## src/hdl/clut_texture_pixel_decode_assert.svh

```systemverilog
// Assertion helpers used by the decoder's issue module (ctpd_issue).
// Each expects clk and rst_n in scope.
`ifndef CLUT_TEXTURE_PIXEL_DECODE_ASSERT_SVH
`define CLUT_TEXTURE_PIXEL_DECODE_ASSERT_SVH

// Consequent must hold in the same cycle as the antecedent.
`define CTPD_ASSERT_SAME(lbl, ante, cons, msg) \
    lbl: assert property (@(posedge clk) disable iff (!rst_n) (ante) |-> (cons)) \
        else $error(msg);

// Consequent must hold in the cycle after the antecedent.
`define CTPD_ASSERT_NEXT(lbl, ante, cons, msg) \
    lbl: assert property (@(posedge clk) disable iff (!rst_n) (ante) |=> (cons)) \
        else $error(msg);

`endif

```

## src/hdl/ctpd_pkg.sv

```systemverilog
`default_nettype none

package ctpd_pkg;

    localparam int CTPD_PALETTE_DEPTH = 256;

    localparam logic CMD_WRITE  = 1'b0;
    localparam logic CMD_DECODE = 1'b1;

    localparam logic CFG_INDEX_MODE     = 1'b0;
    localparam logic CFG_PALETTE_FORMAT = 1'b1;

    localparam logic [1:0] MODE_DIRECT  = 2'd0;
    localparam logic [1:0] MODE_NIBBLE  = 2'd1;
    localparam logic [1:0] MODE_SWIZZLE = 2'd2;

    localparam logic [1:0] FMT_NONE   = 2'd0;
    localparam logic [1:0] FMT_A1BGR5 = 2'd1;
    localparam logic [1:0] FMT_XBGR8  = 2'd2;
    localparam logic [1:0] FMT_ABGR8  = 2'd3;

    localparam logic [1:0] INDEX_MODE_RESET     = MODE_SWIZZLE;
    localparam logic [1:0] PALETTE_FORMAT_RESET = FMT_ABGR8;

    // floor(c * 255 / 31) for each 5-bit channel value
    localparam logic [7:0] EXPAND5_LUT [32] = '{
        8'd0,   8'd8,   8'd16,  8'd24,  8'd32,  8'd41,  8'd49,  8'd57,
        8'd65,  8'd74,  8'd82,  8'd90,  8'd98,  8'd106, 8'd115, 8'd123,
        8'd131, 8'd139, 8'd148, 8'd156, 8'd164, 8'd172, 8'd180, 8'd189,
        8'd197, 8'd205, 8'd213, 8'd222, 8'd230, 8'd238, 8'd246, 8'd255
    };

    // One palette access issued toward the memory
    typedef struct packed {
        logic        rd;
        logic        wr;
        logic [7:0]  idx;
        logic [31:0] wdata;
        logic        last;
        logic [31:0] pixel;
    } ctpd_req_t;

    // Looked-up entry waiting for expansion
    typedef struct packed {
        logic        valid;
        logic        last;
        logic [31:0] entry;
        logic [31:0] pixel;
    } ctpd_stage_t;

endpackage

`default_nettype wire

```

## src/hdl/ctpd_if.sv

```systemverilog
`default_nettype none

interface ctpd_in_if;
    logic        valid;
    logic        ready;
    logic        command;
    logic [7:0]  palette_index;
    logic [31:0] palette_word;
    logic [31:0] pixel_word;

    modport source (
        output valid, command, palette_index, palette_word, pixel_word,
        input  ready
    );
    modport sink (
        input  valid, command, palette_index, palette_word, pixel_word,
        output ready
    );
endinterface


`default_nettype wire

```

## src/hdl/ctpd_issue.sv

```systemverilog
`default_nettype none
`include "clut_texture_pixel_decode_assert.svh"

module ctpd_issue
    import ctpd_pkg::*;
(
    input  wire logic       clk,
    input  wire logic       rst_n,
    ctpd_in_if.sink         in,
    input  wire logic [1:0] index_mode,
    input  wire logic       slot_free,
    output ctpd_req_t       req
);

    logic        pend_reg;
    logic        pend_next;
    logic [3:0]  pend_hi_reg;
    logic [31:0] pend_pixel_reg;
    logic        accept;
    logic [7:0]  ibyte;
    logic        split;

    assign in.ready = slot_free && !pend_reg;
    assign accept   = in.valid && in.ready;
    assign ibyte    = in.pixel_word[7:0];
    assign split    = accept && (in.command == CMD_DECODE) && (index_mode == MODE_NIBBLE);

    always_comb
    begin
        req       = '0;
        pend_next = pend_reg;
        if (pend_reg)
        begin
            // second pixel of a nibble pair
            req.rd    = slot_free;
            req.idx   = {4'b0000, pend_hi_reg};
            req.last  = 1'b1;
            req.pixel = pend_pixel_reg;
            pend_next = !slot_free;
        end
        else if (accept)
        begin
            if (in.command == CMD_WRITE)
            begin
                req.wr    = 1'b1;
                req.idx   = in.palette_index;
                req.wdata = in.palette_word;
            end
            else
            begin
                req.rd    = 1'b1;
                req.pixel = in.pixel_word;
                req.last  = 1'b1;
                case (index_mode)
                    MODE_NIBBLE:
                    begin
                        req.idx   = {4'b0000, ibyte[3:0]};
                        req.last  = 1'b0;
                        pend_next = 1'b1;
                    end
                    MODE_SWIZZLE: req.idx = {ibyte[7:5], ibyte[3], ibyte[4], ibyte[2:0]};
                    default:      req.idx = ibyte;
                endcase
            end
        end
    end

    always_ff @(posedge clk or negedge rst_n)
    begin
        if (!rst_n)
        begin
            pend_reg <= 1'b0;
        end
        else
        begin
            pend_reg <= pend_next;
        end
    end

    always_ff @(posedge clk)
    begin
        if (split)
        begin
            pend_hi_reg    <= ibyte[7:4];
            pend_pixel_reg <= in.pixel_word;
        end
    end

    `CTPD_ASSERT_SAME(a_pend_blocks_input, pend_reg, !in.ready, "input taken during nibble pair")
    `CTPD_ASSERT_NEXT(a_split_sets_pend, split, pend_reg, "nibble pair not held for second beat")
    `CTPD_ASSERT_NEXT(a_pend_retires, pend_reg && slot_free, !pend_reg, "second nibble not retired")
    `CTPD_ASSERT_SAME(a_read_has_slot, req.rd, slot_free && !req.wr, "read issued into full stage")

endmodule

`default_nettype wire

```

## src/flat_wrapper.sv

```systemverilog
// flat-port wrapper written by rule: the top's interface ports become plain ports
module ctpd_issue_flat import ctpd_pkg::*;
  (clk, rst_n, index_mode, slot_free, req, in_valid, in_command, in_palette_index, in_palette_word, in_pixel_word, in_ready);
  ctpd_in_if in_i ();
  input  wire logic clk;
  input  wire logic rst_n;
  input  wire logic [1:0] index_mode;
  input  wire logic slot_free;
  output ctpd_req_t req;
  input wire logic [$bits(in_i.valid)-1:0] in_valid;
  input wire logic [$bits(in_i.command)-1:0] in_command;
  input wire logic [$bits(in_i.palette_index)-1:0] in_palette_index;
  input wire logic [$bits(in_i.palette_word)-1:0] in_palette_word;
  input wire logic [$bits(in_i.pixel_word)-1:0] in_pixel_word;
  output wire logic [$bits(in_i.ready)-1:0] in_ready;
  assign in_i.valid = in_valid;
  assign in_i.command = in_command;
  assign in_i.palette_index = in_palette_index;
  assign in_i.palette_word = in_palette_word;
  assign in_i.pixel_word = in_pixel_word;
  assign in_ready = in_i.ready;
  ctpd_issue u_core (.clk(clk), .rst_n(rst_n), .in(in_i), .index_mode(index_mode), .slot_free(slot_free), .req(req));
endmodule
```

## config.mk

```make
export PLATFORM = sky130hd
export DESIGN_NAME = ctpd_issue_flat
export DESIGN_NICKNAME = d
export VERILOG_FILES = /design/src/hdl/ctpd_pkg.sv /design/src/hdl/ctpd_if.sv /design/src/hdl/ctpd_issue.sv /design/src/flat_wrapper.sv
export VERILOG_INCLUDE_DIRS = /design/src /design/src/hdl
export SDC_FILE = /design/constraint.sdc
export NUM_CORES = 1
export LEC_CHECK = 0
export BUFFER_PORTS_ARGS = -buffer_cell sky130_fd_sc_hd__buf_2
export CAP_MARGIN = 25
export CORE_UTILIZATION = 38
export CTS_CLUSTER_DIAMETER = 200
export CTS_CLUSTER_SIZE = 40
export DETAILED_ROUTE_END_ITERATION = 8
export MAX_ROUTING_LAYER = met4
export PLACE_DENSITY = 0.81
export SYNTH_ARGS = -nofsm -noshare
export SYNTH_HDL_FRONTEND = slang
export SYNTH_SLANG_ARGS = --single-unit
```

## constraint.sdc

```tcl
create_clock -name clk -period 2.8 [get_ports clk]
set_input_delay 0.28 -clock clk [delete_from_list [all_inputs] [get_ports clk]]
set_output_delay 0.28 -clock clk [all_outputs]
set_load 0.01 [all_outputs]
```

==> results.txt <==
The flow ran to the end, and the final reports show no timing, DRC or antenna violations. The level count of the clock H-tree is 2. The signal on the critical path passes through buf_4 -> and4bb_2 -> a22o_1 -> buf_2.

Across the run, the number of max-cap violations was 0. The normalized max-slew margin is between 50% and 60%. The worst setup skew after layout is 3.07 ps.

The path class of the tightest hold or removal check is in -> reg. The violation count after the first detailed-routing iteration is between 90 and 100. The count of vias placed by the detailed router came out at about 1.7k. The number of fill cells is 387. The TritonCTS clock tree is built.

The layout overhead on the synthesized area is 50.7%. The floorplan step set the die width to 70.0 µm. The kind of cell with the highest combined delay along the critical path is simple AND/OR/NAND/NOR gates.

The number of pins exceeding their max-slew limit in the final report was 0. The total negative setup slack came out at 0 ps. The slowest stage of the critical path belongs to the cell sky130_fd_sc_hd__and4bb_2. The first-pass GRT wire length came out at a little under 7000 µm. The clock root buffer is sky130_fd_sc_hd__clkbuf_8. The net count reported at finish is 376. The number of flip-flops in the largest register is 32. The part of the total power dissipated in sequential elements is between 50 and 60%. When the netlist entered floorplanning its net count stood at 224.

Net switching is between 20% and 30% of the power. The portion of total power attributed to combinational logic came out at a little under a fifth. The arrival time at the worst endpoint is just over 2000 ps.

The die footprint came out at between 4000 and 5000 µm². The startpoint identified for the worst register-to-register timing path is u_core.pend_reg$_DFF_PN0_. The analysis attributes to cell leakage a power of between 1 and 1.5 nW. Pin placement for this block handled between 150 and 200 I/O pins. The finished layout holds between 300 and 400 standard cells, fillers aside. The clock-pin slew of the registers on the worst-case setup and hold paths is roughly 60 ps. The clock latency reported for the late side of the worst-skew pair came out at about 270 ps. The clock sink total is 33. Power spread over the standard cell area amounts to 405 nW/µm².

The synthesized flop and latch total is 33. The startpoint of the tightest hold check path is in_pixel_word[17]. The final weighted congestion in routability-driven placement is 0.784. The via count of the first global-routing pass is roughly 1.6k. On the worst path, the slowest cell contributes a delay of roughly 750 ps.

The worst-case IR drop observed on VDD is roughly 0.18 mV. The critical path contains buffers and inverters numbering 2 combined. The routed design could run at a clock period as short as 2310 ps. The number of warnings reported in the yosys synthesis log came out at 0. The clock group share of total power is between 30% and 40%. The repair_antennas step left the layout with diodes totalling 0. The number of buffers added on ports came out at 154.

The post-detailed-routing wire length is about 4500 µm. The register-to-register path setup slack is about 750 ps. The highest clock rate is ~430 MHz.

After clock tree synthesis, the repair step resized 0 gates. The total global-route track usage is approximately 18%. The largest fanout on the critical path is slightly above 40.

Dividing the synthesized area by the synthesized cell count gives between 10 and 15 µm². For this design the total switching power over the nets is roughly 0.00025 W. In the final routed layout, each cell accounts on average for between 10 and 15 µm. Detailed placement ended at an HPWL of 3480 µm. The sequential fraction of the synthesis area is between 50% and 60%. The first-pass iteration count of the detailed router came out at 4. STA classifies the critical path startpoint as a register. The detail-routed via count per cell came out at ~5. The total setup violations reported at the end of the flow is 0. The number of DRC violations after detailed routing is 0. The final period utilization came out at just over 80%.

The total count of hold-check failures in the final report came to 0. The mapped netlist covers 1760 µm². The initial core utilization came out at 39.9%.

Along the worst hold path, the cell count comes to 1. STA classifies the critical path endpoint as an output port. The endpoint of the worst register-to-register path is u_core.pend_pixel_reg[20]$_DFFE_PP_. The global-route congestion overflow total came out at 0. The y dimension of the die came out at roughly 70 µm. Including well taps, the total number of placed cells is 338. The transition time at the pin with the least slew margin came out at between 600 and 700 ps. In this run the core area contains 24 standard-cell rows. The final hold slack is 196 ps. The maximum buffer depth of the clock tree came out at 2.

The initial antenna violation count came out at 0. The netlist uses 22 different library cells. The worst hold path terminates at u_core.pend_pixel_reg[17]$_DFFE_PP_. The number of cells traversed by the worst register-to-register path is 3. Once detail routing completed, the nets flagged for antenna violations numbered 0. The worst setup path is of the reg -> out kind. Entering global routing, the biggest net connects 42 pins.

The cell internal power dissipation is between 0.0008 and 0.0009 W. Setup repair after global routing left no endpoint under its margin. The area of the placeable core came out at roughly 4400 µm². The count of mapped cells out of synthesis came out at approximately 140.

The number of buffers created by CTS is 5. At the worst endpoint, the required time is between 2000 and 3000 ps. The fraction of layout cells with a size suffix above 1 is 55.6%.
==> through the flow <==
step           power [W]  cell area [µm²]  utilization, %  setup slack (ps)
2_1_floorplan   0.000650             1760               -               664
3_3_place_gp    0.000752             2560            58.0               804
3_5_place_dp    0.000757             2560            58.0               722
4_1_cts          0.00108             2650            60.1               477
5_1_grt          0.00113             2650            60.1               339
6_report         0.00107             2650            60.1               491
==> worst reg2reg max path: stages (launching register included) <==
cell and delay [ps]:
sky130_fd_sc_hd__dfrtp_1 370, sky130_fd_sc_hd__and4b_1 590, sky130_fd_sc_hd__and2_1 370, sky130_fd_sc_hd__buf_4 390
==> cell usage in the layout, fill, tap and decap left out, types with 2 or more instances in the layout <==
| master | instances |
|---|---|
| sky130_fd_sc_hd__a222oi_1 | 3 |
| sky130_fd_sc_hd__a22o_1 | 36 |
| sky130_fd_sc_hd__and2_1 | 33 |
| sky130_fd_sc_hd__buf_2 | 154 |
| sky130_fd_sc_hd__buf_4 | 3 |
| sky130_fd_sc_hd__clkbuf_1 | 2 |
| sky130_fd_sc_hd__clkbuf_8 | 5 |
| sky130_fd_sc_hd__edfxtp_1 | 32 |
| sky130_fd_sc_hd__ha_1 | 3 |
| sky130_fd_sc_hd__inv_1 | 6 |
| sky130_fd_sc_hd__nand2_1 | 3 |
| sky130_fd_sc_hd__o21ai_0 | 2 |
==> logic make-up after synthesis <==
logic type,after synthesis,share of synthesized area [%]
DFF,33,56.0
adders and majority gates,3,2.13
buffers and inverters,19,4.55
and+or+nand+nor,41,14.8
AOI/OAI and AO/OA,46,22.5
==> power by group through the flow <==
| stage | registers [W] | logic, W | clock network [W] |
|---|---|---|---|
| 2_1_floorplan | 0.000560 | 0.0000894 | 0 |
| 3_3_place_gp | 0.000560 | 0.000192 | 0 |
| 3_5_place_dp | 0.000560 | 0.000197 | 0 |
| 4_1_cts | 0.000550 | 0.000199 | 0.000336 |
| 5_1_grt | 0.000550 | 0.000215 | 0.000363 |
| 6_report | 0.000550 | 0.000197 | 0.000326 |
==> routing by layer <==
layer / vias to the layer above / GRT usage (%) / part of all wire [%]
met3: 4 / 5.63 / 8.9
met2: 92 / 31.4 / 52
met1: 791 / 19.7 / 38
met4: 0 / 6.00 / 1.0
met5: - / - / 0
li1: 844 / - / -
==> what timing repair did <==
action / CTS / global route
endpoints found under the setup margin: 0 / 0
hold endpoints to repair: 1 / 0
hold buffers: 1 / 0
setup buffers: 0 / 0
==> final cells by class <==
cell class                      count  area (µm²)  share of cell area [%]
Multi-Input combinational cell     90         693                    26.1
Inverter                            6        22.5                   0.849
Sequential cell                    33         986                    37.2
Tap cell                           52        65.1                    2.45
Timing Repair Buffer              158         803                    30.3
Clock inverter                      1        5.00                   0.189
Clock buffer                        7        76.3                    2.88
==> Yosys cell counts (all sizes together) <==
master	count	area [µm²]
and4b	1	10.0
and4bb	1	12.5
a22o	36	315
o21a	1	7.51
clkbuf	8	30.0
dfrtp	1	25.0
o21bai	1	7.51
a21o	1	7.51
ha	3	37.5
a222oi	3	30.0
buf	5	27.5
inv	6	22.5
nand2b	1	6.26
nor2b	1	6.26
and2	33	206
o21ai	2	10.0
nand3b	1	7.51
a21boi	1	7.51
a221o	1	10.0
edfxtp	32	961
nand2	3	11.3
==> worst max path at each step <==
stage | startpoint | end | slack (ps) | cells past startpoint
detailed placement | slot_free | u_core.pend_pixel_reg[26]$_DFFE_PP_ | 720 | 4
finish | u_core.pend_reg$_DFF_PN0_ | req[70] | 490 | 4
global placement | slot_free | u_core.pend_pixel_reg[21]$_DFFE_PP_ | 800 | 4
global route | u_core.pend_reg$_DFF_PN0_ | req[66] | 340 | 5
CTS | u_core.pend_reg$_DFF_PN0_ | req[70] | 480 | 4
floorplan | u_core.pend_reg$_DFF_PN0_ | u_core.pend_pixel_reg[0]$_DFFE_PP_ | 660 | 4
(Power assumes the default switching activity.)
