[src/hdl/clut_texture_pixel_decode_assert.svh]
// Assertion helpers used by the decoder's issue module (ctpd_issue).
// Each expects clk and rst_n in scope.
`ifndef CLUT_TEXTURE_PIXEL_DECODE_ASSERT_SVH
`define CLUT_TEXTURE_PIXEL_DECODE_ASSERT_SVH

// Consequent must hold in the same cycle as the antecedent.
`define CTPD_ASSERT_SAME(lbl, ante, cons, msg) \
    lbl: assert property (@(posedge clk) disable iff (!rst_n) (ante) |-> (cons)) \
        else $error(msg);

// Consequent must hold in the cycle after the antecedent.
`define CTPD_ASSERT_NEXT(lbl, ante, cons, msg) \
    lbl: assert property (@(posedge clk) disable iff (!rst_n) (ante) |=> (cons)) \
        else $error(msg);

`endif

[src/hdl/ctpd_pkg.sv]
`default_nettype none

package ctpd_pkg;

    localparam int CTPD_PALETTE_DEPTH = 256;

    localparam logic CMD_WRITE  = 1'b0;
    localparam logic CMD_DECODE = 1'b1;

    localparam logic CFG_INDEX_MODE     = 1'b0;
    localparam logic CFG_PALETTE_FORMAT = 1'b1;

    localparam logic [1:0] MODE_DIRECT  = 2'd0;
    localparam logic [1:0] MODE_NIBBLE  = 2'd1;
    localparam logic [1:0] MODE_SWIZZLE = 2'd2;

    localparam logic [1:0] FMT_NONE   = 2'd0;
    localparam logic [1:0] FMT_A1BGR5 = 2'd1;
    localparam logic [1:0] FMT_XBGR8  = 2'd2;
    localparam logic [1:0] FMT_ABGR8  = 2'd3;

    localparam logic [1:0] INDEX_MODE_RESET     = MODE_SWIZZLE;
    localparam logic [1:0] PALETTE_FORMAT_RESET = FMT_ABGR8;

    // floor(c * 255 / 31) for each 5-bit channel value
    localparam logic [7:0] EXPAND5_LUT [32] = '{
        8'd0,   8'd8,   8'd16,  8'd24,  8'd32,  8'd41,  8'd49,  8'd57,
        8'd65,  8'd74,  8'd82,  8'd90,  8'd98,  8'd106, 8'd115, 8'd123,
        8'd131, 8'd139, 8'd148, 8'd156, 8'd164, 8'd172, 8'd180, 8'd189,
        8'd197, 8'd205, 8'd213, 8'd222, 8'd230, 8'd238, 8'd246, 8'd255
    };

    // One palette access issued toward the memory
    typedef struct packed {
        logic        rd;
        logic        wr;
        logic [7:0]  idx;
        logic [31:0] wdata;
        logic        last;
        logic [31:0] pixel;
    } ctpd_req_t;

    // Looked-up entry waiting for expansion
    typedef struct packed {
        logic        valid;
        logic        last;
        logic [31:0] entry;
        logic [31:0] pixel;
    } ctpd_stage_t;

endpackage

`default_nettype wire

[src/hdl/ctpd_if.sv]
`default_nettype none


interface ctpd_out_if;
    logic       valid;
    logic       ready;
    logic [7:0] red;
    logic [7:0] green;
    logic [7:0] blue;
    logic [7:0] alpha;
    logic       last;

    modport source (
        output valid, red, green, blue, alpha, last,
        input  ready
    );
    modport sink (
        input  valid, red, green, blue, alpha, last,
        output ready
    );
endinterface

`default_nettype wire

[src/hdl/ctpd_expand.sv]
`default_nettype none

module ctpd_expand
    import ctpd_pkg::*;
(
    input  wire logic        clk,
    input  wire logic        rst_n,
    input  wire ctpd_stage_t stage,
    input  wire logic [1:0]  palette_format,
    output logic             take,
    ctpd_out_if.source       out
);

    logic        out_valid_reg;
    logic [31:0] rgba_reg;
    logic        last_reg;
    logic [31:0] rgba;
    logic [31:0] e;

    assign e    = stage.entry;
    assign take = stage.valid && (!out_valid_reg || out.ready);

    always_comb
    begin
        unique case (palette_format)
            FMT_NONE:   rgba = stage.pixel;
            FMT_A1BGR5: rgba = {e[15] ? 8'hFF : 8'h00, EXPAND5_LUT[e[14:10]],
                                EXPAND5_LUT[e[9:5]], EXPAND5_LUT[e[4:0]]};
            FMT_XBGR8:  rgba = {8'hFF, e[23:0]};
            FMT_ABGR8:  rgba = e;
        endcase
    end

    always_ff @(posedge clk or negedge rst_n)
    begin
        if (!rst_n)
        begin
            out_valid_reg <= 1'b0;
        end
        else if (take)
        begin
            out_valid_reg <= 1'b1;
        end
        else if (out.ready)
        begin
            out_valid_reg <= 1'b0;
        end
    end

    always_ff @(posedge clk)
    begin
        if (take)
        begin
            rgba_reg <= rgba;
            last_reg <= stage.last;
        end
    end

    assign out.valid = out_valid_reg;
    assign out.red   = rgba_reg[7:0];
    assign out.green = rgba_reg[15:8];
    assign out.blue  = rgba_reg[23:16];
    assign out.alpha = rgba_reg[31:24];
    assign out.last  = last_reg;

endmodule

`default_nettype wire

[src/flat_wrapper.sv]
// flat-port wrapper written by rule: the top's interface ports become plain ports
module ctpd_expand_flat import ctpd_pkg::*;
  (clk, rst_n, stage, palette_format, take, out_valid, out_red, out_green, out_blue, out_alpha, out_last, out_ready);
  ctpd_out_if out_i ();
  input  wire logic clk;
  input  wire logic rst_n;
  input  wire ctpd_stage_t stage;
  input  wire logic [1:0] palette_format;
  output logic take;
  output wire logic [$bits(out_i.valid)-1:0] out_valid;
  output wire logic [$bits(out_i.red)-1:0] out_red;
  output wire logic [$bits(out_i.green)-1:0] out_green;
  output wire logic [$bits(out_i.blue)-1:0] out_blue;
  output wire logic [$bits(out_i.alpha)-1:0] out_alpha;
  output wire logic [$bits(out_i.last)-1:0] out_last;
  input wire logic [$bits(out_i.ready)-1:0] out_ready;
  assign out_valid = out_i.valid;
  assign out_red = out_i.red;
  assign out_green = out_i.green;
  assign out_blue = out_i.blue;
  assign out_alpha = out_i.alpha;
  assign out_last = out_i.last;
  assign out_i.ready = out_ready;
  ctpd_expand u_core (.clk(clk), .rst_n(rst_n), .stage(stage), .palette_format(palette_format), .take(take), .out(out_i));
endmodule
[config.mk]
export PLATFORM = sky130hd
export DESIGN_NAME = ctpd_expand_flat
export DESIGN_NICKNAME = d
export VERILOG_FILES = /design/src/hdl/clut_texture_pixel_decode_assert.svh /design/src/hdl/ctpd_pkg.sv /design/src/hdl/ctpd_if.sv /design/src/hdl/ctpd_expand.sv /design/src/flat_wrapper.sv
export SDC_FILE = /design/constraint.sdc
export NUM_CORES = 1
export LEC_CHECK = 0
export ABC_AREA = 1
export BUFFER_PORTS_ARGS = -buffer_cell sky130_fd_sc_hd__buf_2
export CAP_MARGIN = 20
export CORE_UTILIZATION = 48
export DETAILED_ROUTE_END_ITERATION = 12
export GPL_TIMING_DRIVEN = 0
export PLACE_DENSITY_LB_ADDON = 0.15
export SLEW_MARGIN = 20
export SYNTH_ARGS = -nofsm -noshare
export SYNTH_HDL_FRONTEND = slang
export SYNTH_SLANG_ARGS = --single-unit
[constraint.sdc]
create_clock -name clk -period 3.9 [get_ports clk]
set_clock_uncertainty 0.15 [all_clocks]
set_input_delay 0.195 -clock clk [delete_from_list [all_inputs] [get_ports clk]]
set_output_delay 0.195 -clock clk [all_outputs]
set_load 0.01 [all_outputs]
==> flow_summary.html, run 1 <==
<table>
<tr><th>Metric</th><th>Value</th></tr>
<tr><th colspan="2">Clock tree</th></tr>
<tr><td>Worst-case clock buffer depth</td><td>2</td></tr>
<tr><td>Clock Pin Slew Worst Setup and Hold Paths</td><td>70 ps</td></tr>
<tr><td>TritonCTS Buffers</td><td>5</td></tr>
<tr><td>Number of H-tree levels</td><td>2</td></tr>
<tr><td>Clock sink total</td><td>34</td></tr>
<tr><td>Clock Latency Late Sink</td><td>280 ps</td></tr>
<tr><td>Root Buffer Master</td><td>clkbuf_8</td></tr>
<tr><td>TritonCTS clock tree</td><td>done</td></tr>
<tr><th colspan="2">Global routing</th></tr>
<tr><td>Global-route wire length before repair</td><td>8190 µm</td></tr>
<tr><td>Grt ovf</td><td>0</td></tr>
<tr><td>Number of global-route vias before repair</td><td>1786</td></tr>
<tr><td>All-Layer GR Usage</td><td>0.260</td></tr>
<tr><td>Initial antenna violation count</td><td>0</td></tr>
<tr><td>Pin count of the biggest net entering global routing</td><td>20</td></tr>
<tr><th colspan="2">Floorplan</th></tr>
<tr><td>Standard-cell row count</td><td>22</td></tr>
<tr><td>Total I/O pin count</td><td>106</td></tr>
<tr><td>Die Area</td><td>0.00419 mm²</td></tr>
<tr><td>Chip width</td><td>64.7 µm</td></tr>
<tr><td>Height of the die</td><td>64.7 µm</td></tr>
<tr><td>Initial Util</td><td>0.508</td></tr>
<tr><td>Area inside the core boundary</td><td>0.00372 mm²</td></tr>
<tr><th colspan="2">Synthesis</th></tr>
<tr><td>Simple-gate share of the synthesized area</td><td>0.259</td></tr>
<tr><td>Adder-Cell Fraction of Synth Area</td><td>0</td></tr>
<tr><td>Synthesized Nets</td><td>283</td></tr>
<tr><td>Syn avg cell area</td><td>8.91 µm²</td></tr>
<tr><td>Biggest area contributors in the synthesized netlist</td><td>edfxtp_1, nand2_1, nand3_1</td></tr>
<tr><td>Library cells used by synthesis</td><td>22</td></tr>
<tr><td>Part of the Yosys area used for sequential elements</td><td>0.538</td></tr>
<tr><td>Leading area contributor after synthesis</td><td>edfxtp_1</td></tr>
<tr><td>Dominant combinational cell family by area after synthesis</td><td>simple AND/OR/NAND/NOR gates</td></tr>
<tr><td>Cell area after technology mapping</td><td>0.00189 mm²</td></tr>
<tr><td>Post-Synth XOR/XNOR Area</td><td>0</td></tr>
<tr><td>Count of warnings emitted by yosys</td><td>0</td></tr>
<tr><td>Number of instances in the synthesized netlist</td><td>212</td></tr>
<tr><td>Fraction of the mapped netlist area in compound gates</td><td>0.136</td></tr>
<tr><td>Share of Yosys cell area claimed by the top area cell type</td><td>0.525</td></tr>
<tr><td>Number of synthesized register bits</td><td>34</td></tr>
<tr><td>Mux cell area share after synthesis</td><td>0</td></tr>
<tr><th colspan="2">Drt</th></tr>
<tr><td>Post-route DRC</td><td>0</td></tr>
<tr><td>Post-detailed-route via-to-cell ratio</td><td>5.38</td></tr>
<tr><td>Routed length per instance</td><td>13.9 µm</td></tr>
<tr><td>Total number of vias</td><td>2021</td></tr>
<tr><td>Number of violations reported at the end of detailed-routing iteration 0</td><td>281</td></tr>
<tr><td>Final routed wirelength across all metal layers</td><td>5220 µm</td></tr>
<tr><td>Met3 WL</td><td>446 µm</td></tr>
<tr><td>Total routed wire length on the met1 layer</td><td>2090 µm</td></tr>
<tr><td>Routed wire length on met2</td><td>2640 µm</td></tr>
<tr><td>Initial DRT Pass Iterations</td><td>5</td></tr>
<tr><td>Highest routed layer</td><td>met4</td></tr>
<tr><td>Remaining number of nets flagged by the antenna check after routing</td><td>0</td></tr>
<tr><th colspan="2">Critical path</th></tr>
<tr><td>Startpoint of the worst-slack reg-to-reg timing path</td><td>u_core.out.valid$_DFFE_PN0P_</td></tr>
<tr><td>Crit path capture</td><td>take</td></tr>
<tr><td>Setup CP Type</td><td>register to primary output</td></tr>
<tr><td>Worst-path maximum fanout</td><td>16</td></tr>
<tr><td>Required time at the worst-slack endpoint</td><td>3560 ps</td></tr>
<tr><td>Data arrival at the endpoint of the critical path</td><td>1480 ps</td></tr>
<tr><td>Critical path endpoint category</td><td>primary output</td></tr>
<tr><td>Timing startpoint of the critical path</td><td>u_core.out.valid$_DFFE_PN0P_</td></tr>
<tr><td>Crit path launch type</td><td>register</td></tr>
<tr><td>FF-to-FF End</td><td>u_core.rgba_reg[21]$_DFFE_PP_</td></tr>
<tr><td>FF-to-FF setup slack</td><td>2270 ps</td></tr>
<tr><td>Cell depth of the worst flop-to-flop path</td><td>2</td></tr>
<tr><th colspan="2">Place</th></tr>
<tr><td>Pre-CTS setup slack</td><td>2270 ps</td></tr>
<tr><td>Half-perimeter wire length of the detailed placement result</td><td>3880 µm</td></tr>
<tr><td>Number of buffers inserted by port buffering</td><td>105</td></tr>
<tr><td>Placer Congestion</td><td>0.823</td></tr>
<tr><th colspan="2">STA</th></tr>
<tr><td>Setup violators final</td><td>0</td></tr>
<tr><td>Final-layout setup total negative slack</td><td>0 ps</td></tr>
<tr><td>Number of pins with negative max-slew slack in the final report</td><td>0</td></tr>
<tr><td>Minimum setup slack in the final design</td><td>2080 ps</td></tr>
<tr><td>Highest Clock Rate</td><td>549 MHz</td></tr>
<tr><td>Hold WS</td><td>20.9 ps</td></tr>
<tr><td>Number of endpoints with negative hold slack in the final report</td><td>0</td></tr>
<tr><td>Worst max-slew margin expressed relative to the limit</td><td>0.604</td></tr>
<tr><td>Unrepaired setup endpoints after global routing</td><td>no</td></tr>
<tr><td>Period minus WS final</td><td>1820 ps</td></tr>
<tr><td>Final cycle utilization of the critical path</td><td>0.467</td></tr>
<tr><td>Worst slew pin tran</td><td>592 ps</td></tr>
<tr><th colspan="2">Flow run</th></tr>
<tr><td>Max-cap viol count</td><td>0</td></tr>
<tr><th colspan="2">Power and ir drop</th></tr>
<tr><td>Static Leakage</td><td>1.25 nW</td></tr>
<tr><td>Worst ir drop on vdd</td><td>0.000151 V</td></tr>
<tr><td>Power density over the cells</td><td>341 mW/mm²</td></tr>
<tr><th colspan="2">Hold path</th></tr>
<tr><td>Min-Delay Path Depth</td><td>3</td></tr>
<tr><td>Class of the tightest hold or removal check</td><td>input port to register</td></tr>
<tr><td>Startpoint of the lowest-slack hold path</td><td>stage[65]</td></tr>
<tr><th colspan="2">Final layout</th></tr>
<tr><td># diodes</td><td>0</td></tr>
<tr><td>Number of nets in the final layout</td><td>398</td></tr>
<tr><td>Number of flip-flops in the largest register</td><td>32</td></tr>
<tr><td>Area growth from synthesis to layout</td><td>39.0%</td></tr>
<tr><td>Share of post-route cells with drive strength above 1</td><td>0.402</td></tr>
<tr><th colspan="2">Run status</th></tr>
<tr><td>Outcome</td><td>completed</td></tr>
</table>
-- cells in the mapped netlist --
library cell  instances
nand2_1              63
edfxtp_1             33
nand3_1              30
inv_1                16
a22oi_1              11
o21ai_0              10
nor2_1                9
o211ai_1              8
buf_2                 5
o21ai_1               5
a21oi_1               3
inv_2                 3
nor2_4                3
buf_6                 2
nand2_2               2
nor3_1                2
o221ai_1              2
a31oi_1               1
buf_4                 1
dfrtp_1               1
nor2_2                1
or2_2                 1
-- metal layers --
metal	track usage	up-vias
li1	-	978
met1	0.318	920
met2	0.457	117
met3	0.0581	6
met4	0.0722	0
met5	0	-
-- cells by family (layout without fill, tap and decap cells) --
kind of cell / Yosys count / count (layout)
AND/OR/NAND/NOR: 111 / 111
AO/OA/AOI/OAI: 40 / 40
flip-flops: 34 / 34
buffers and inverters: 27 / 143
-- what timing repair did --
| item | in CTS | in global routing |
|---|---|---|
| gates resized for setup | 0 | 0 |
| hold endpoints to repair | 2 | 0 |
| setup buffers | 0 | 0 |
| hold buffers | 2 | 0 |
-- stage by stage --
step           power (mW)  cell area [µm²]   util  cells
2_1_floorplan       0.540             1890      -    212
3_3_place_gp        0.622             2470  0.666    365
3_5_place_dp        0.630             2510  0.676    366
4_1_cts             0.896             2620  0.706    376
5_1_grt             0.937             2620  0.706    376
6_report            0.894             2620  0.706    376
-- worst max-delay path, stage by stage, from the launching register on --
cell     delay (ps)
dfrtp_1         430
a21oi_4         520
buf_2           240
-- where the power goes --
group | switching, mW | internal, mW | leakage [nW] | total [mW]
sequential | 0.00585 | 0.434 | 0.327 | 0.440
clock | 0.126 | 0.142 | 0.0482 | 0.268
combinational | 0.106 | 0.0796 | 0.873 | 0.185
-- how the worst min path moves through the flow --
stage                              endpoint  slack (ps)
2_1_floorplan  u_core.out.valid$_DFFE_PN0P_        -250
3_3_place_gp   u_core.out.valid$_DFFE_PN0P_        -180
3_5_place_dp   u_core.out.valid$_DFFE_PN0P_        -180
4_1_cts        u_core.out.valid$_DFFE_PN0P_          10
5_1_grt        u_core.out.valid$_DFFE_PN0P_          30
6_report       u_core.out.valid$_DFFE_PN0P_          20
-- layout make-up --
class,count,area [µm²]
fillers,314,1090
clock buffers,7,86.3
repair buffers,108,573
inverters,19,71.3
multi-input cells,151,757
plain buffers,8,55.1
well taps,48,60.1
flip-flops and latches,34,1020
clock inverters,1,5.00
-- placed cells by master, fill, tap and decap left out, types with 6 or more instances in the layout --
| cell type | n |
|---|---|
| clkbuf_8 | 6 |
| edfxtp_1 | 33 |
| o211ai_1 | 8 |
| nand2_1 | 63 |
| o21ai_0 | 10 |
| a22oi_1 | 11 |
| inv_1 | 16 |
| nor2_1 | 9 |
| nand3_1 | 30 |
| buf_2 | 110 |
Power figures use the tool's default switching activity.
==> run 2: changes to the inputs <==
Settings changed: ABC_AREA 1 to 0, CORE_UTILIZATION 48 to 44.
Clock period 3.9 ns to 1.7 ns, I/O delays scaled along.
==> flow_summary.html, run 2 <==
<table>
<tr><th>Metric</th><th>Value</th></tr>
<tr><th colspan="2">Run status</th></tr>
<tr><td>Outcome</td><td>finished, violations left (was completed)</td></tr>
<tr><td>Violations in the final reports</td><td>hold timing</td></tr>
<tr><th colspan="2">Drt</th></tr>
<tr><td>Total number of vias</td><td>2006 (was 2021)</td></tr>
<tr><td>Routed length per instance</td><td>15.4 µm (was 13.9 µm)</td></tr>
<tr><td>Post-route DRC</td><td>0 (unchanged)</td></tr>
<tr><td>Final routed wirelength across all metal layers</td><td>5760 µm (was 5220 µm)</td></tr>
<tr><td>Initial DRT Pass Iterations</td><td>4 (was 5)</td></tr>
<tr><td>Post-detailed-route via-to-cell ratio</td><td>5.35 (was 5.38)</td></tr>
<tr><td>Number of violations reported at the end of detailed-routing iteration 0</td><td>107 (was 281)</td></tr>
<tr><td>Remaining number of nets flagged by the antenna check after routing</td><td>0 (unchanged)</td></tr>
<tr><th colspan="2">Clock tree</th></tr>
<tr><td>Clock sink total</td><td>34 (unchanged)</td></tr>
<tr><td>TritonCTS Buffers</td><td>5 (unchanged)</td></tr>
<tr><td>Worst-case clock buffer depth</td><td>2 (unchanged)</td></tr>
<tr><td>Number of setup buffers added after CTS</td><td>0 (unchanged)</td></tr>
<tr><td>Clock Pin Slew Worst Setup and Hold Paths</td><td>70 ps (about the same)</td></tr>
<tr><td>Number of H-tree levels</td><td>2 (unchanged)</td></tr>
<tr><td>TritonCTS clock tree</td><td>done (unchanged)</td></tr>
<tr><td>Root Buffer Master</td><td>clkbuf_8 (unchanged)</td></tr>
<tr><td>Clock Latency Late Sink</td><td>290 ps (was 280 ps)</td></tr>
<tr><th colspan="2">Synthesis</th></tr>
<tr><td>Number of instances in the synthesized netlist</td><td>189 (was 212)</td></tr>
<tr><td>Ranking of synthesized cells by instance count</td><td>edfxtp_1, o21ai_0, nand2_1 (was nand2_1, edfxtp_1, nand3_1)</td></tr>
<tr><td>Library cells used by synthesis</td><td>31 (was 22)</td></tr>
<tr><td>Post-synth top flop</td><td>edfxtp_1 (unchanged)</td></tr>
<tr><td>Share of Yosys cell area claimed by the top area cell type</td><td>0.521 (was 0.525)</td></tr>
<tr><td>Count leader, synth</td><td>edfxtp_1 (was nand2_1)</td></tr>
<tr><td>Count of flip-flops with a built-in enable after synthesis</td><td>33 (unchanged)</td></tr>
<tr><td>Syn avg cell area</td><td>10.1 µm² (was 8.91 µm²)</td></tr>
<tr><td>Count of warnings emitted by yosys</td><td>0 (unchanged)</td></tr>
<tr><td>Leading area contributor after synthesis</td><td>edfxtp_1 (unchanged)</td></tr>
<tr><td>Cell area after technology mapping</td><td>0.00190 mm² (was 0.00189 mm²)</td></tr>
<tr><td>Part of the Yosys area used for sequential elements</td><td>0.534 (was 0.538)</td></tr>
<tr><td>Biggest area contributors in the synthesized netlist</td><td>edfxtp_1, mux2i_1, o21ai_0 (was edfxtp_1, nand2_1, nand3_1)</td></tr>
<tr><td>Number of synthesized register bits</td><td>34 (unchanged)</td></tr>
<tr><td>Synthesized Nets</td><td>260 (was 283)</td></tr>
<tr><td>Share of async-settable or async-resettable flops after synthesis</td><td>0.0294 (unchanged)</td></tr>
<tr><th colspan="2">Floorplan</th></tr>
<tr><td>Die Area</td><td>0.00459 mm² (was 0.00419 mm²)</td></tr>
<tr><td>Area inside the core boundary</td><td>0.00409 mm² (was 0.00372 mm²)</td></tr>
<tr><td>Height of the die</td><td>67.8 µm (was 64.7 µm)</td></tr>
<tr><td>Standard-cell row count</td><td>23 (was 22)</td></tr>
<tr><td>Total I/O pin count</td><td>106 (unchanged)</td></tr>
<tr><td>Initial Util</td><td>0.466 (was 0.508)</td></tr>
<tr><td>Chip width</td><td>67.8 µm (was 64.7 µm)</td></tr>
<tr><th colspan="2">Critical path</th></tr>
<tr><td>Cell-by-cell trace of the critical path</td><td>nand2b_1 -&gt; and2_4 -&gt; buf_2 (was a21oi_4 -&gt; buf_2)</td></tr>
<tr><td>Crit path launch type</td><td>register (unchanged)</td></tr>
<tr><td>Standard cell with the maximum stage delay on the critical path</td><td>dfrtp_1 (was a21oi_4)</td></tr>
<tr><td>Required time at the worst-slack endpoint</td><td>1460 ps (was 3560 ps)</td></tr>
<tr><td>Setup CP Type</td><td>register to primary output (unchanged)</td></tr>
<tr><td>Slowest Stage Delay on Critical Path</td><td>380 ps (was 520 ps)</td></tr>
<tr><td>Data arrival at the endpoint of the critical path</td><td>1330 ps (was 1480 ps)</td></tr>
<tr><td>Critical path endpoint category</td><td>primary output (unchanged)</td></tr>
<tr><td>Worst-path maximum fanout</td><td>17 (was 16)</td></tr>
<tr><th colspan="2">STA</th></tr>
<tr><td>Worst slew pin tran</td><td>516 ps (was 592 ps)</td></tr>
<tr><td>Highest Clock Rate</td><td>637 MHz</td></tr>
<tr><td>Hold WS</td><td>-3.30 ps (was 20.9 ps)</td></tr>
<tr><td>Setup violators final</td><td>0 (unchanged)</td></tr>
<tr><td>Final cycle utilization of the critical path</td><td>0.923</td></tr>
<tr><td>Worst max-slew margin expressed relative to the limit</td><td>0.656 (was 0.604)</td></tr>
<tr><td>Final-layout setup total negative slack</td><td>0 ps (unchanged)</td></tr>
<tr><td>Number of endpoints with negative hold slack in the final report</td><td>1 (was 0)</td></tr>
<tr><td>Number of pins with negative max-slew slack in the final report</td><td>0 (unchanged)</td></tr>
<tr><td>Unrepaired setup endpoints after global routing</td><td>no (unchanged)</td></tr>
<tr><td>Period minus WS final</td><td>1570 ps</td></tr>
<tr><th colspan="2">Global routing</th></tr>
<tr><td>Number of global-route vias before repair</td><td>1741 (was 1786)</td></tr>
<tr><td>Initial antenna violation count</td><td>0 (unchanged)</td></tr>
<tr><td>Pin count of the biggest net entering global routing</td><td>35 (was 20)</td></tr>
<tr><td>All-Layer GR Usage</td><td>0.259 (was 0.260)</td></tr>
<tr><td>Global-route wire length before repair</td><td>8460 µm (was 8190 µm)</td></tr>
<tr><td>Grt ovf</td><td>0 (unchanged)</td></tr>
<tr><th colspan="2">Final layout</th></tr>
<tr><td>Most common cell after layout, fill and taps aside</td><td>buf_2 (unchanged)</td></tr>
<tr><td>Number of flip-flops in the largest register</td><td>32 (unchanged)</td></tr>
<tr><td>Final Cell Area</td><td>0.00284 mm² (was 0.00262 mm²)</td></tr>
<tr><td>Commonest cells after routing, fill and taps aside</td><td>buf_2, edfxtp_1, o21ai_0, dlygate4sd3_1, nand2_1 (was buf_2, nand2_1, edfxtp_1, nand3_1, inv_1)</td></tr>
<tr><td>Area growth from synthesis to layout</td><td>49.2% (was 39.0%)</td></tr>
<tr><td>Share of post-route cells with drive strength above 1</td><td>0.372 (was 0.402)</td></tr>
<tr><td># diodes</td><td>0 (unchanged)</td></tr>
<tr><td>Number of nets in the final layout</td><td>395 (was 398)</td></tr>
<tr><td>Layout fillers</td><td>333 (was 314)</td></tr>
<tr><th colspan="2">Power and ir drop</th></tr>
<tr><td>Power density over the cells</td><td>744 mW/mm² (was 341 mW/mm²)</td></tr>
<tr><td>Worst ir drop on vdd</td><td>0.000450 V (was 0.000151 V)</td></tr>
<tr><td>Static Leakage</td><td>1.26 nW (was 1.25 nW)</td></tr>
<tr><td>Overall Power</td><td>2.11 mW (was 0.894 mW)</td></tr>
<tr><th colspan="2">Hold path</th></tr>
<tr><td>Class of the tightest hold or removal check</td><td>input port to register (unchanged)</td></tr>
<tr><th colspan="2">Place</th></tr>
<tr><td>Number of buffers inserted by port buffering</td><td>103 (was 105)</td></tr>
<tr><td>Placer Congestion</td><td>0.806 (was 0.823)</td></tr>
<tr><td>Area after DPL</td><td>0.00248 mm² (was 0.00251 mm²)</td></tr>
<tr><td>Half-perimeter wire length of the detailed placement result</td><td>3780 µm (was 3880 µm)</td></tr>
<tr><th colspan="2">Flow run</th></tr>
<tr><td>Max-cap viol count</td><td>0 (unchanged)</td></tr>
</table>
## run 2: changes by cell type in the layout (fill, tap and decap cells not counted), moves of 9 or more
cell and change:
a21oi_1 +9, a22oi_1 -11, dlygate4sd3_1 +22, inv_1 -11
mux2i_1 +15, nand2_1 -42, nand3_1 -29, o21ai_0 +19
## run 2: cells by family after synthesis
kind of cell           share of synthesized area
buffers and inverters                     0.0329
flip-flops                                 0.534
multiplexers                              0.0789
AND/OR/NAND/NOR                            0.143
AO/OA/AOI/OAI                              0.211
## run 2: layer usage
| layer | vias up | routed length, µm | global-route usage |
|---|---|---|---|
| met4 | 0 | 136 | 0.106 |
| li1 | 969 | - | - |
| met3 | 11 | 469 | 0.0709 |
| met1 | 923 | 2460 | 0.330 |
| met5 | - | 0 | 0 |
| met2 | 103 | 2700 | 0.410 |
## run 2: critical path: cells and delay by family, from the launching register on
kind,cells,cell delay [ps]
AND/OR/NAND/NOR,2,460
buffers and inverters,1,180
flip-flops,1,380
## run 2: final timing paths
| check | start | to | slack, ps | cells past startpoint |
|---|---|---|---|---|
| max | u_core.out.valid$_DFFE_PN0P_ | take | 130 | 3 |
| min | stage[23] | u_core.rgba_reg[23]$_DFFE_PP_ | -3 | 3 |
| max reg2reg | u_core.out.valid$_DFFE_PN0P_ | u_core.rgba_reg[29]$_DFFE_PP_ | 240 | 2 |
| min reg2reg | u_core.out.valid$_DFFE_PN0P_ | u_core.rgba_reg[20]$_DFFE_PP_ | 750 | 2 |
| max in group asynchronous | rst_n | u_core.out.valid$_DFFE_PN0P_ | 840 | 3 |
| min in group asynchronous | rst_n | u_core.out.valid$_DFFE_PN0P_ | 460 | 3 |
## run 2: layout make-up
| class | instances | area, µm² | area share |
|---|---|---|---|
| plain buffers | 10 | 43.8 | 0.0154 |
| clock buffers | 6 | 82.6 | 0.0291 |
| clock inverters | 2 | 12.5 | 0.00441 |
| inverters | 5 | 18.8 | 0.00661 |
| multi-input cells | 141 | 848 | 0.299 |
| flip-flops and latches | 34 | 1020 | 0.358 |
| well taps | 50 | 62.6 | 0.0220 |
| repair buffers | 127 | 756 | 0.266 |
## run 2: through the flow
stage                     worst slack [ps]   util  cells
after floorplan                        147      -    189
after global placement                20.5  0.607    342
after detailed placement              25.4  0.607    342
after CTS                            0.686  0.690    374
after global routing                  26.7  0.695    375
final                                  131  0.695    375
## run 2: timing repair
item	CTS	global route
endpoints found under the hold margin	21	1
resized for setup	1	2
endpoints found under the setup margin	1	2
hold buffers	24	1
pin swaps	0	1
cloned	0	1
## run 2: power breakdown
| group | switching, mW | internal [mW] |
|---|---|---|
| Sequential | 0.0134 | 0.993 |
| Clock | 0.323 | 0.326 |
| Combinational | 0.242 | 0.217 |
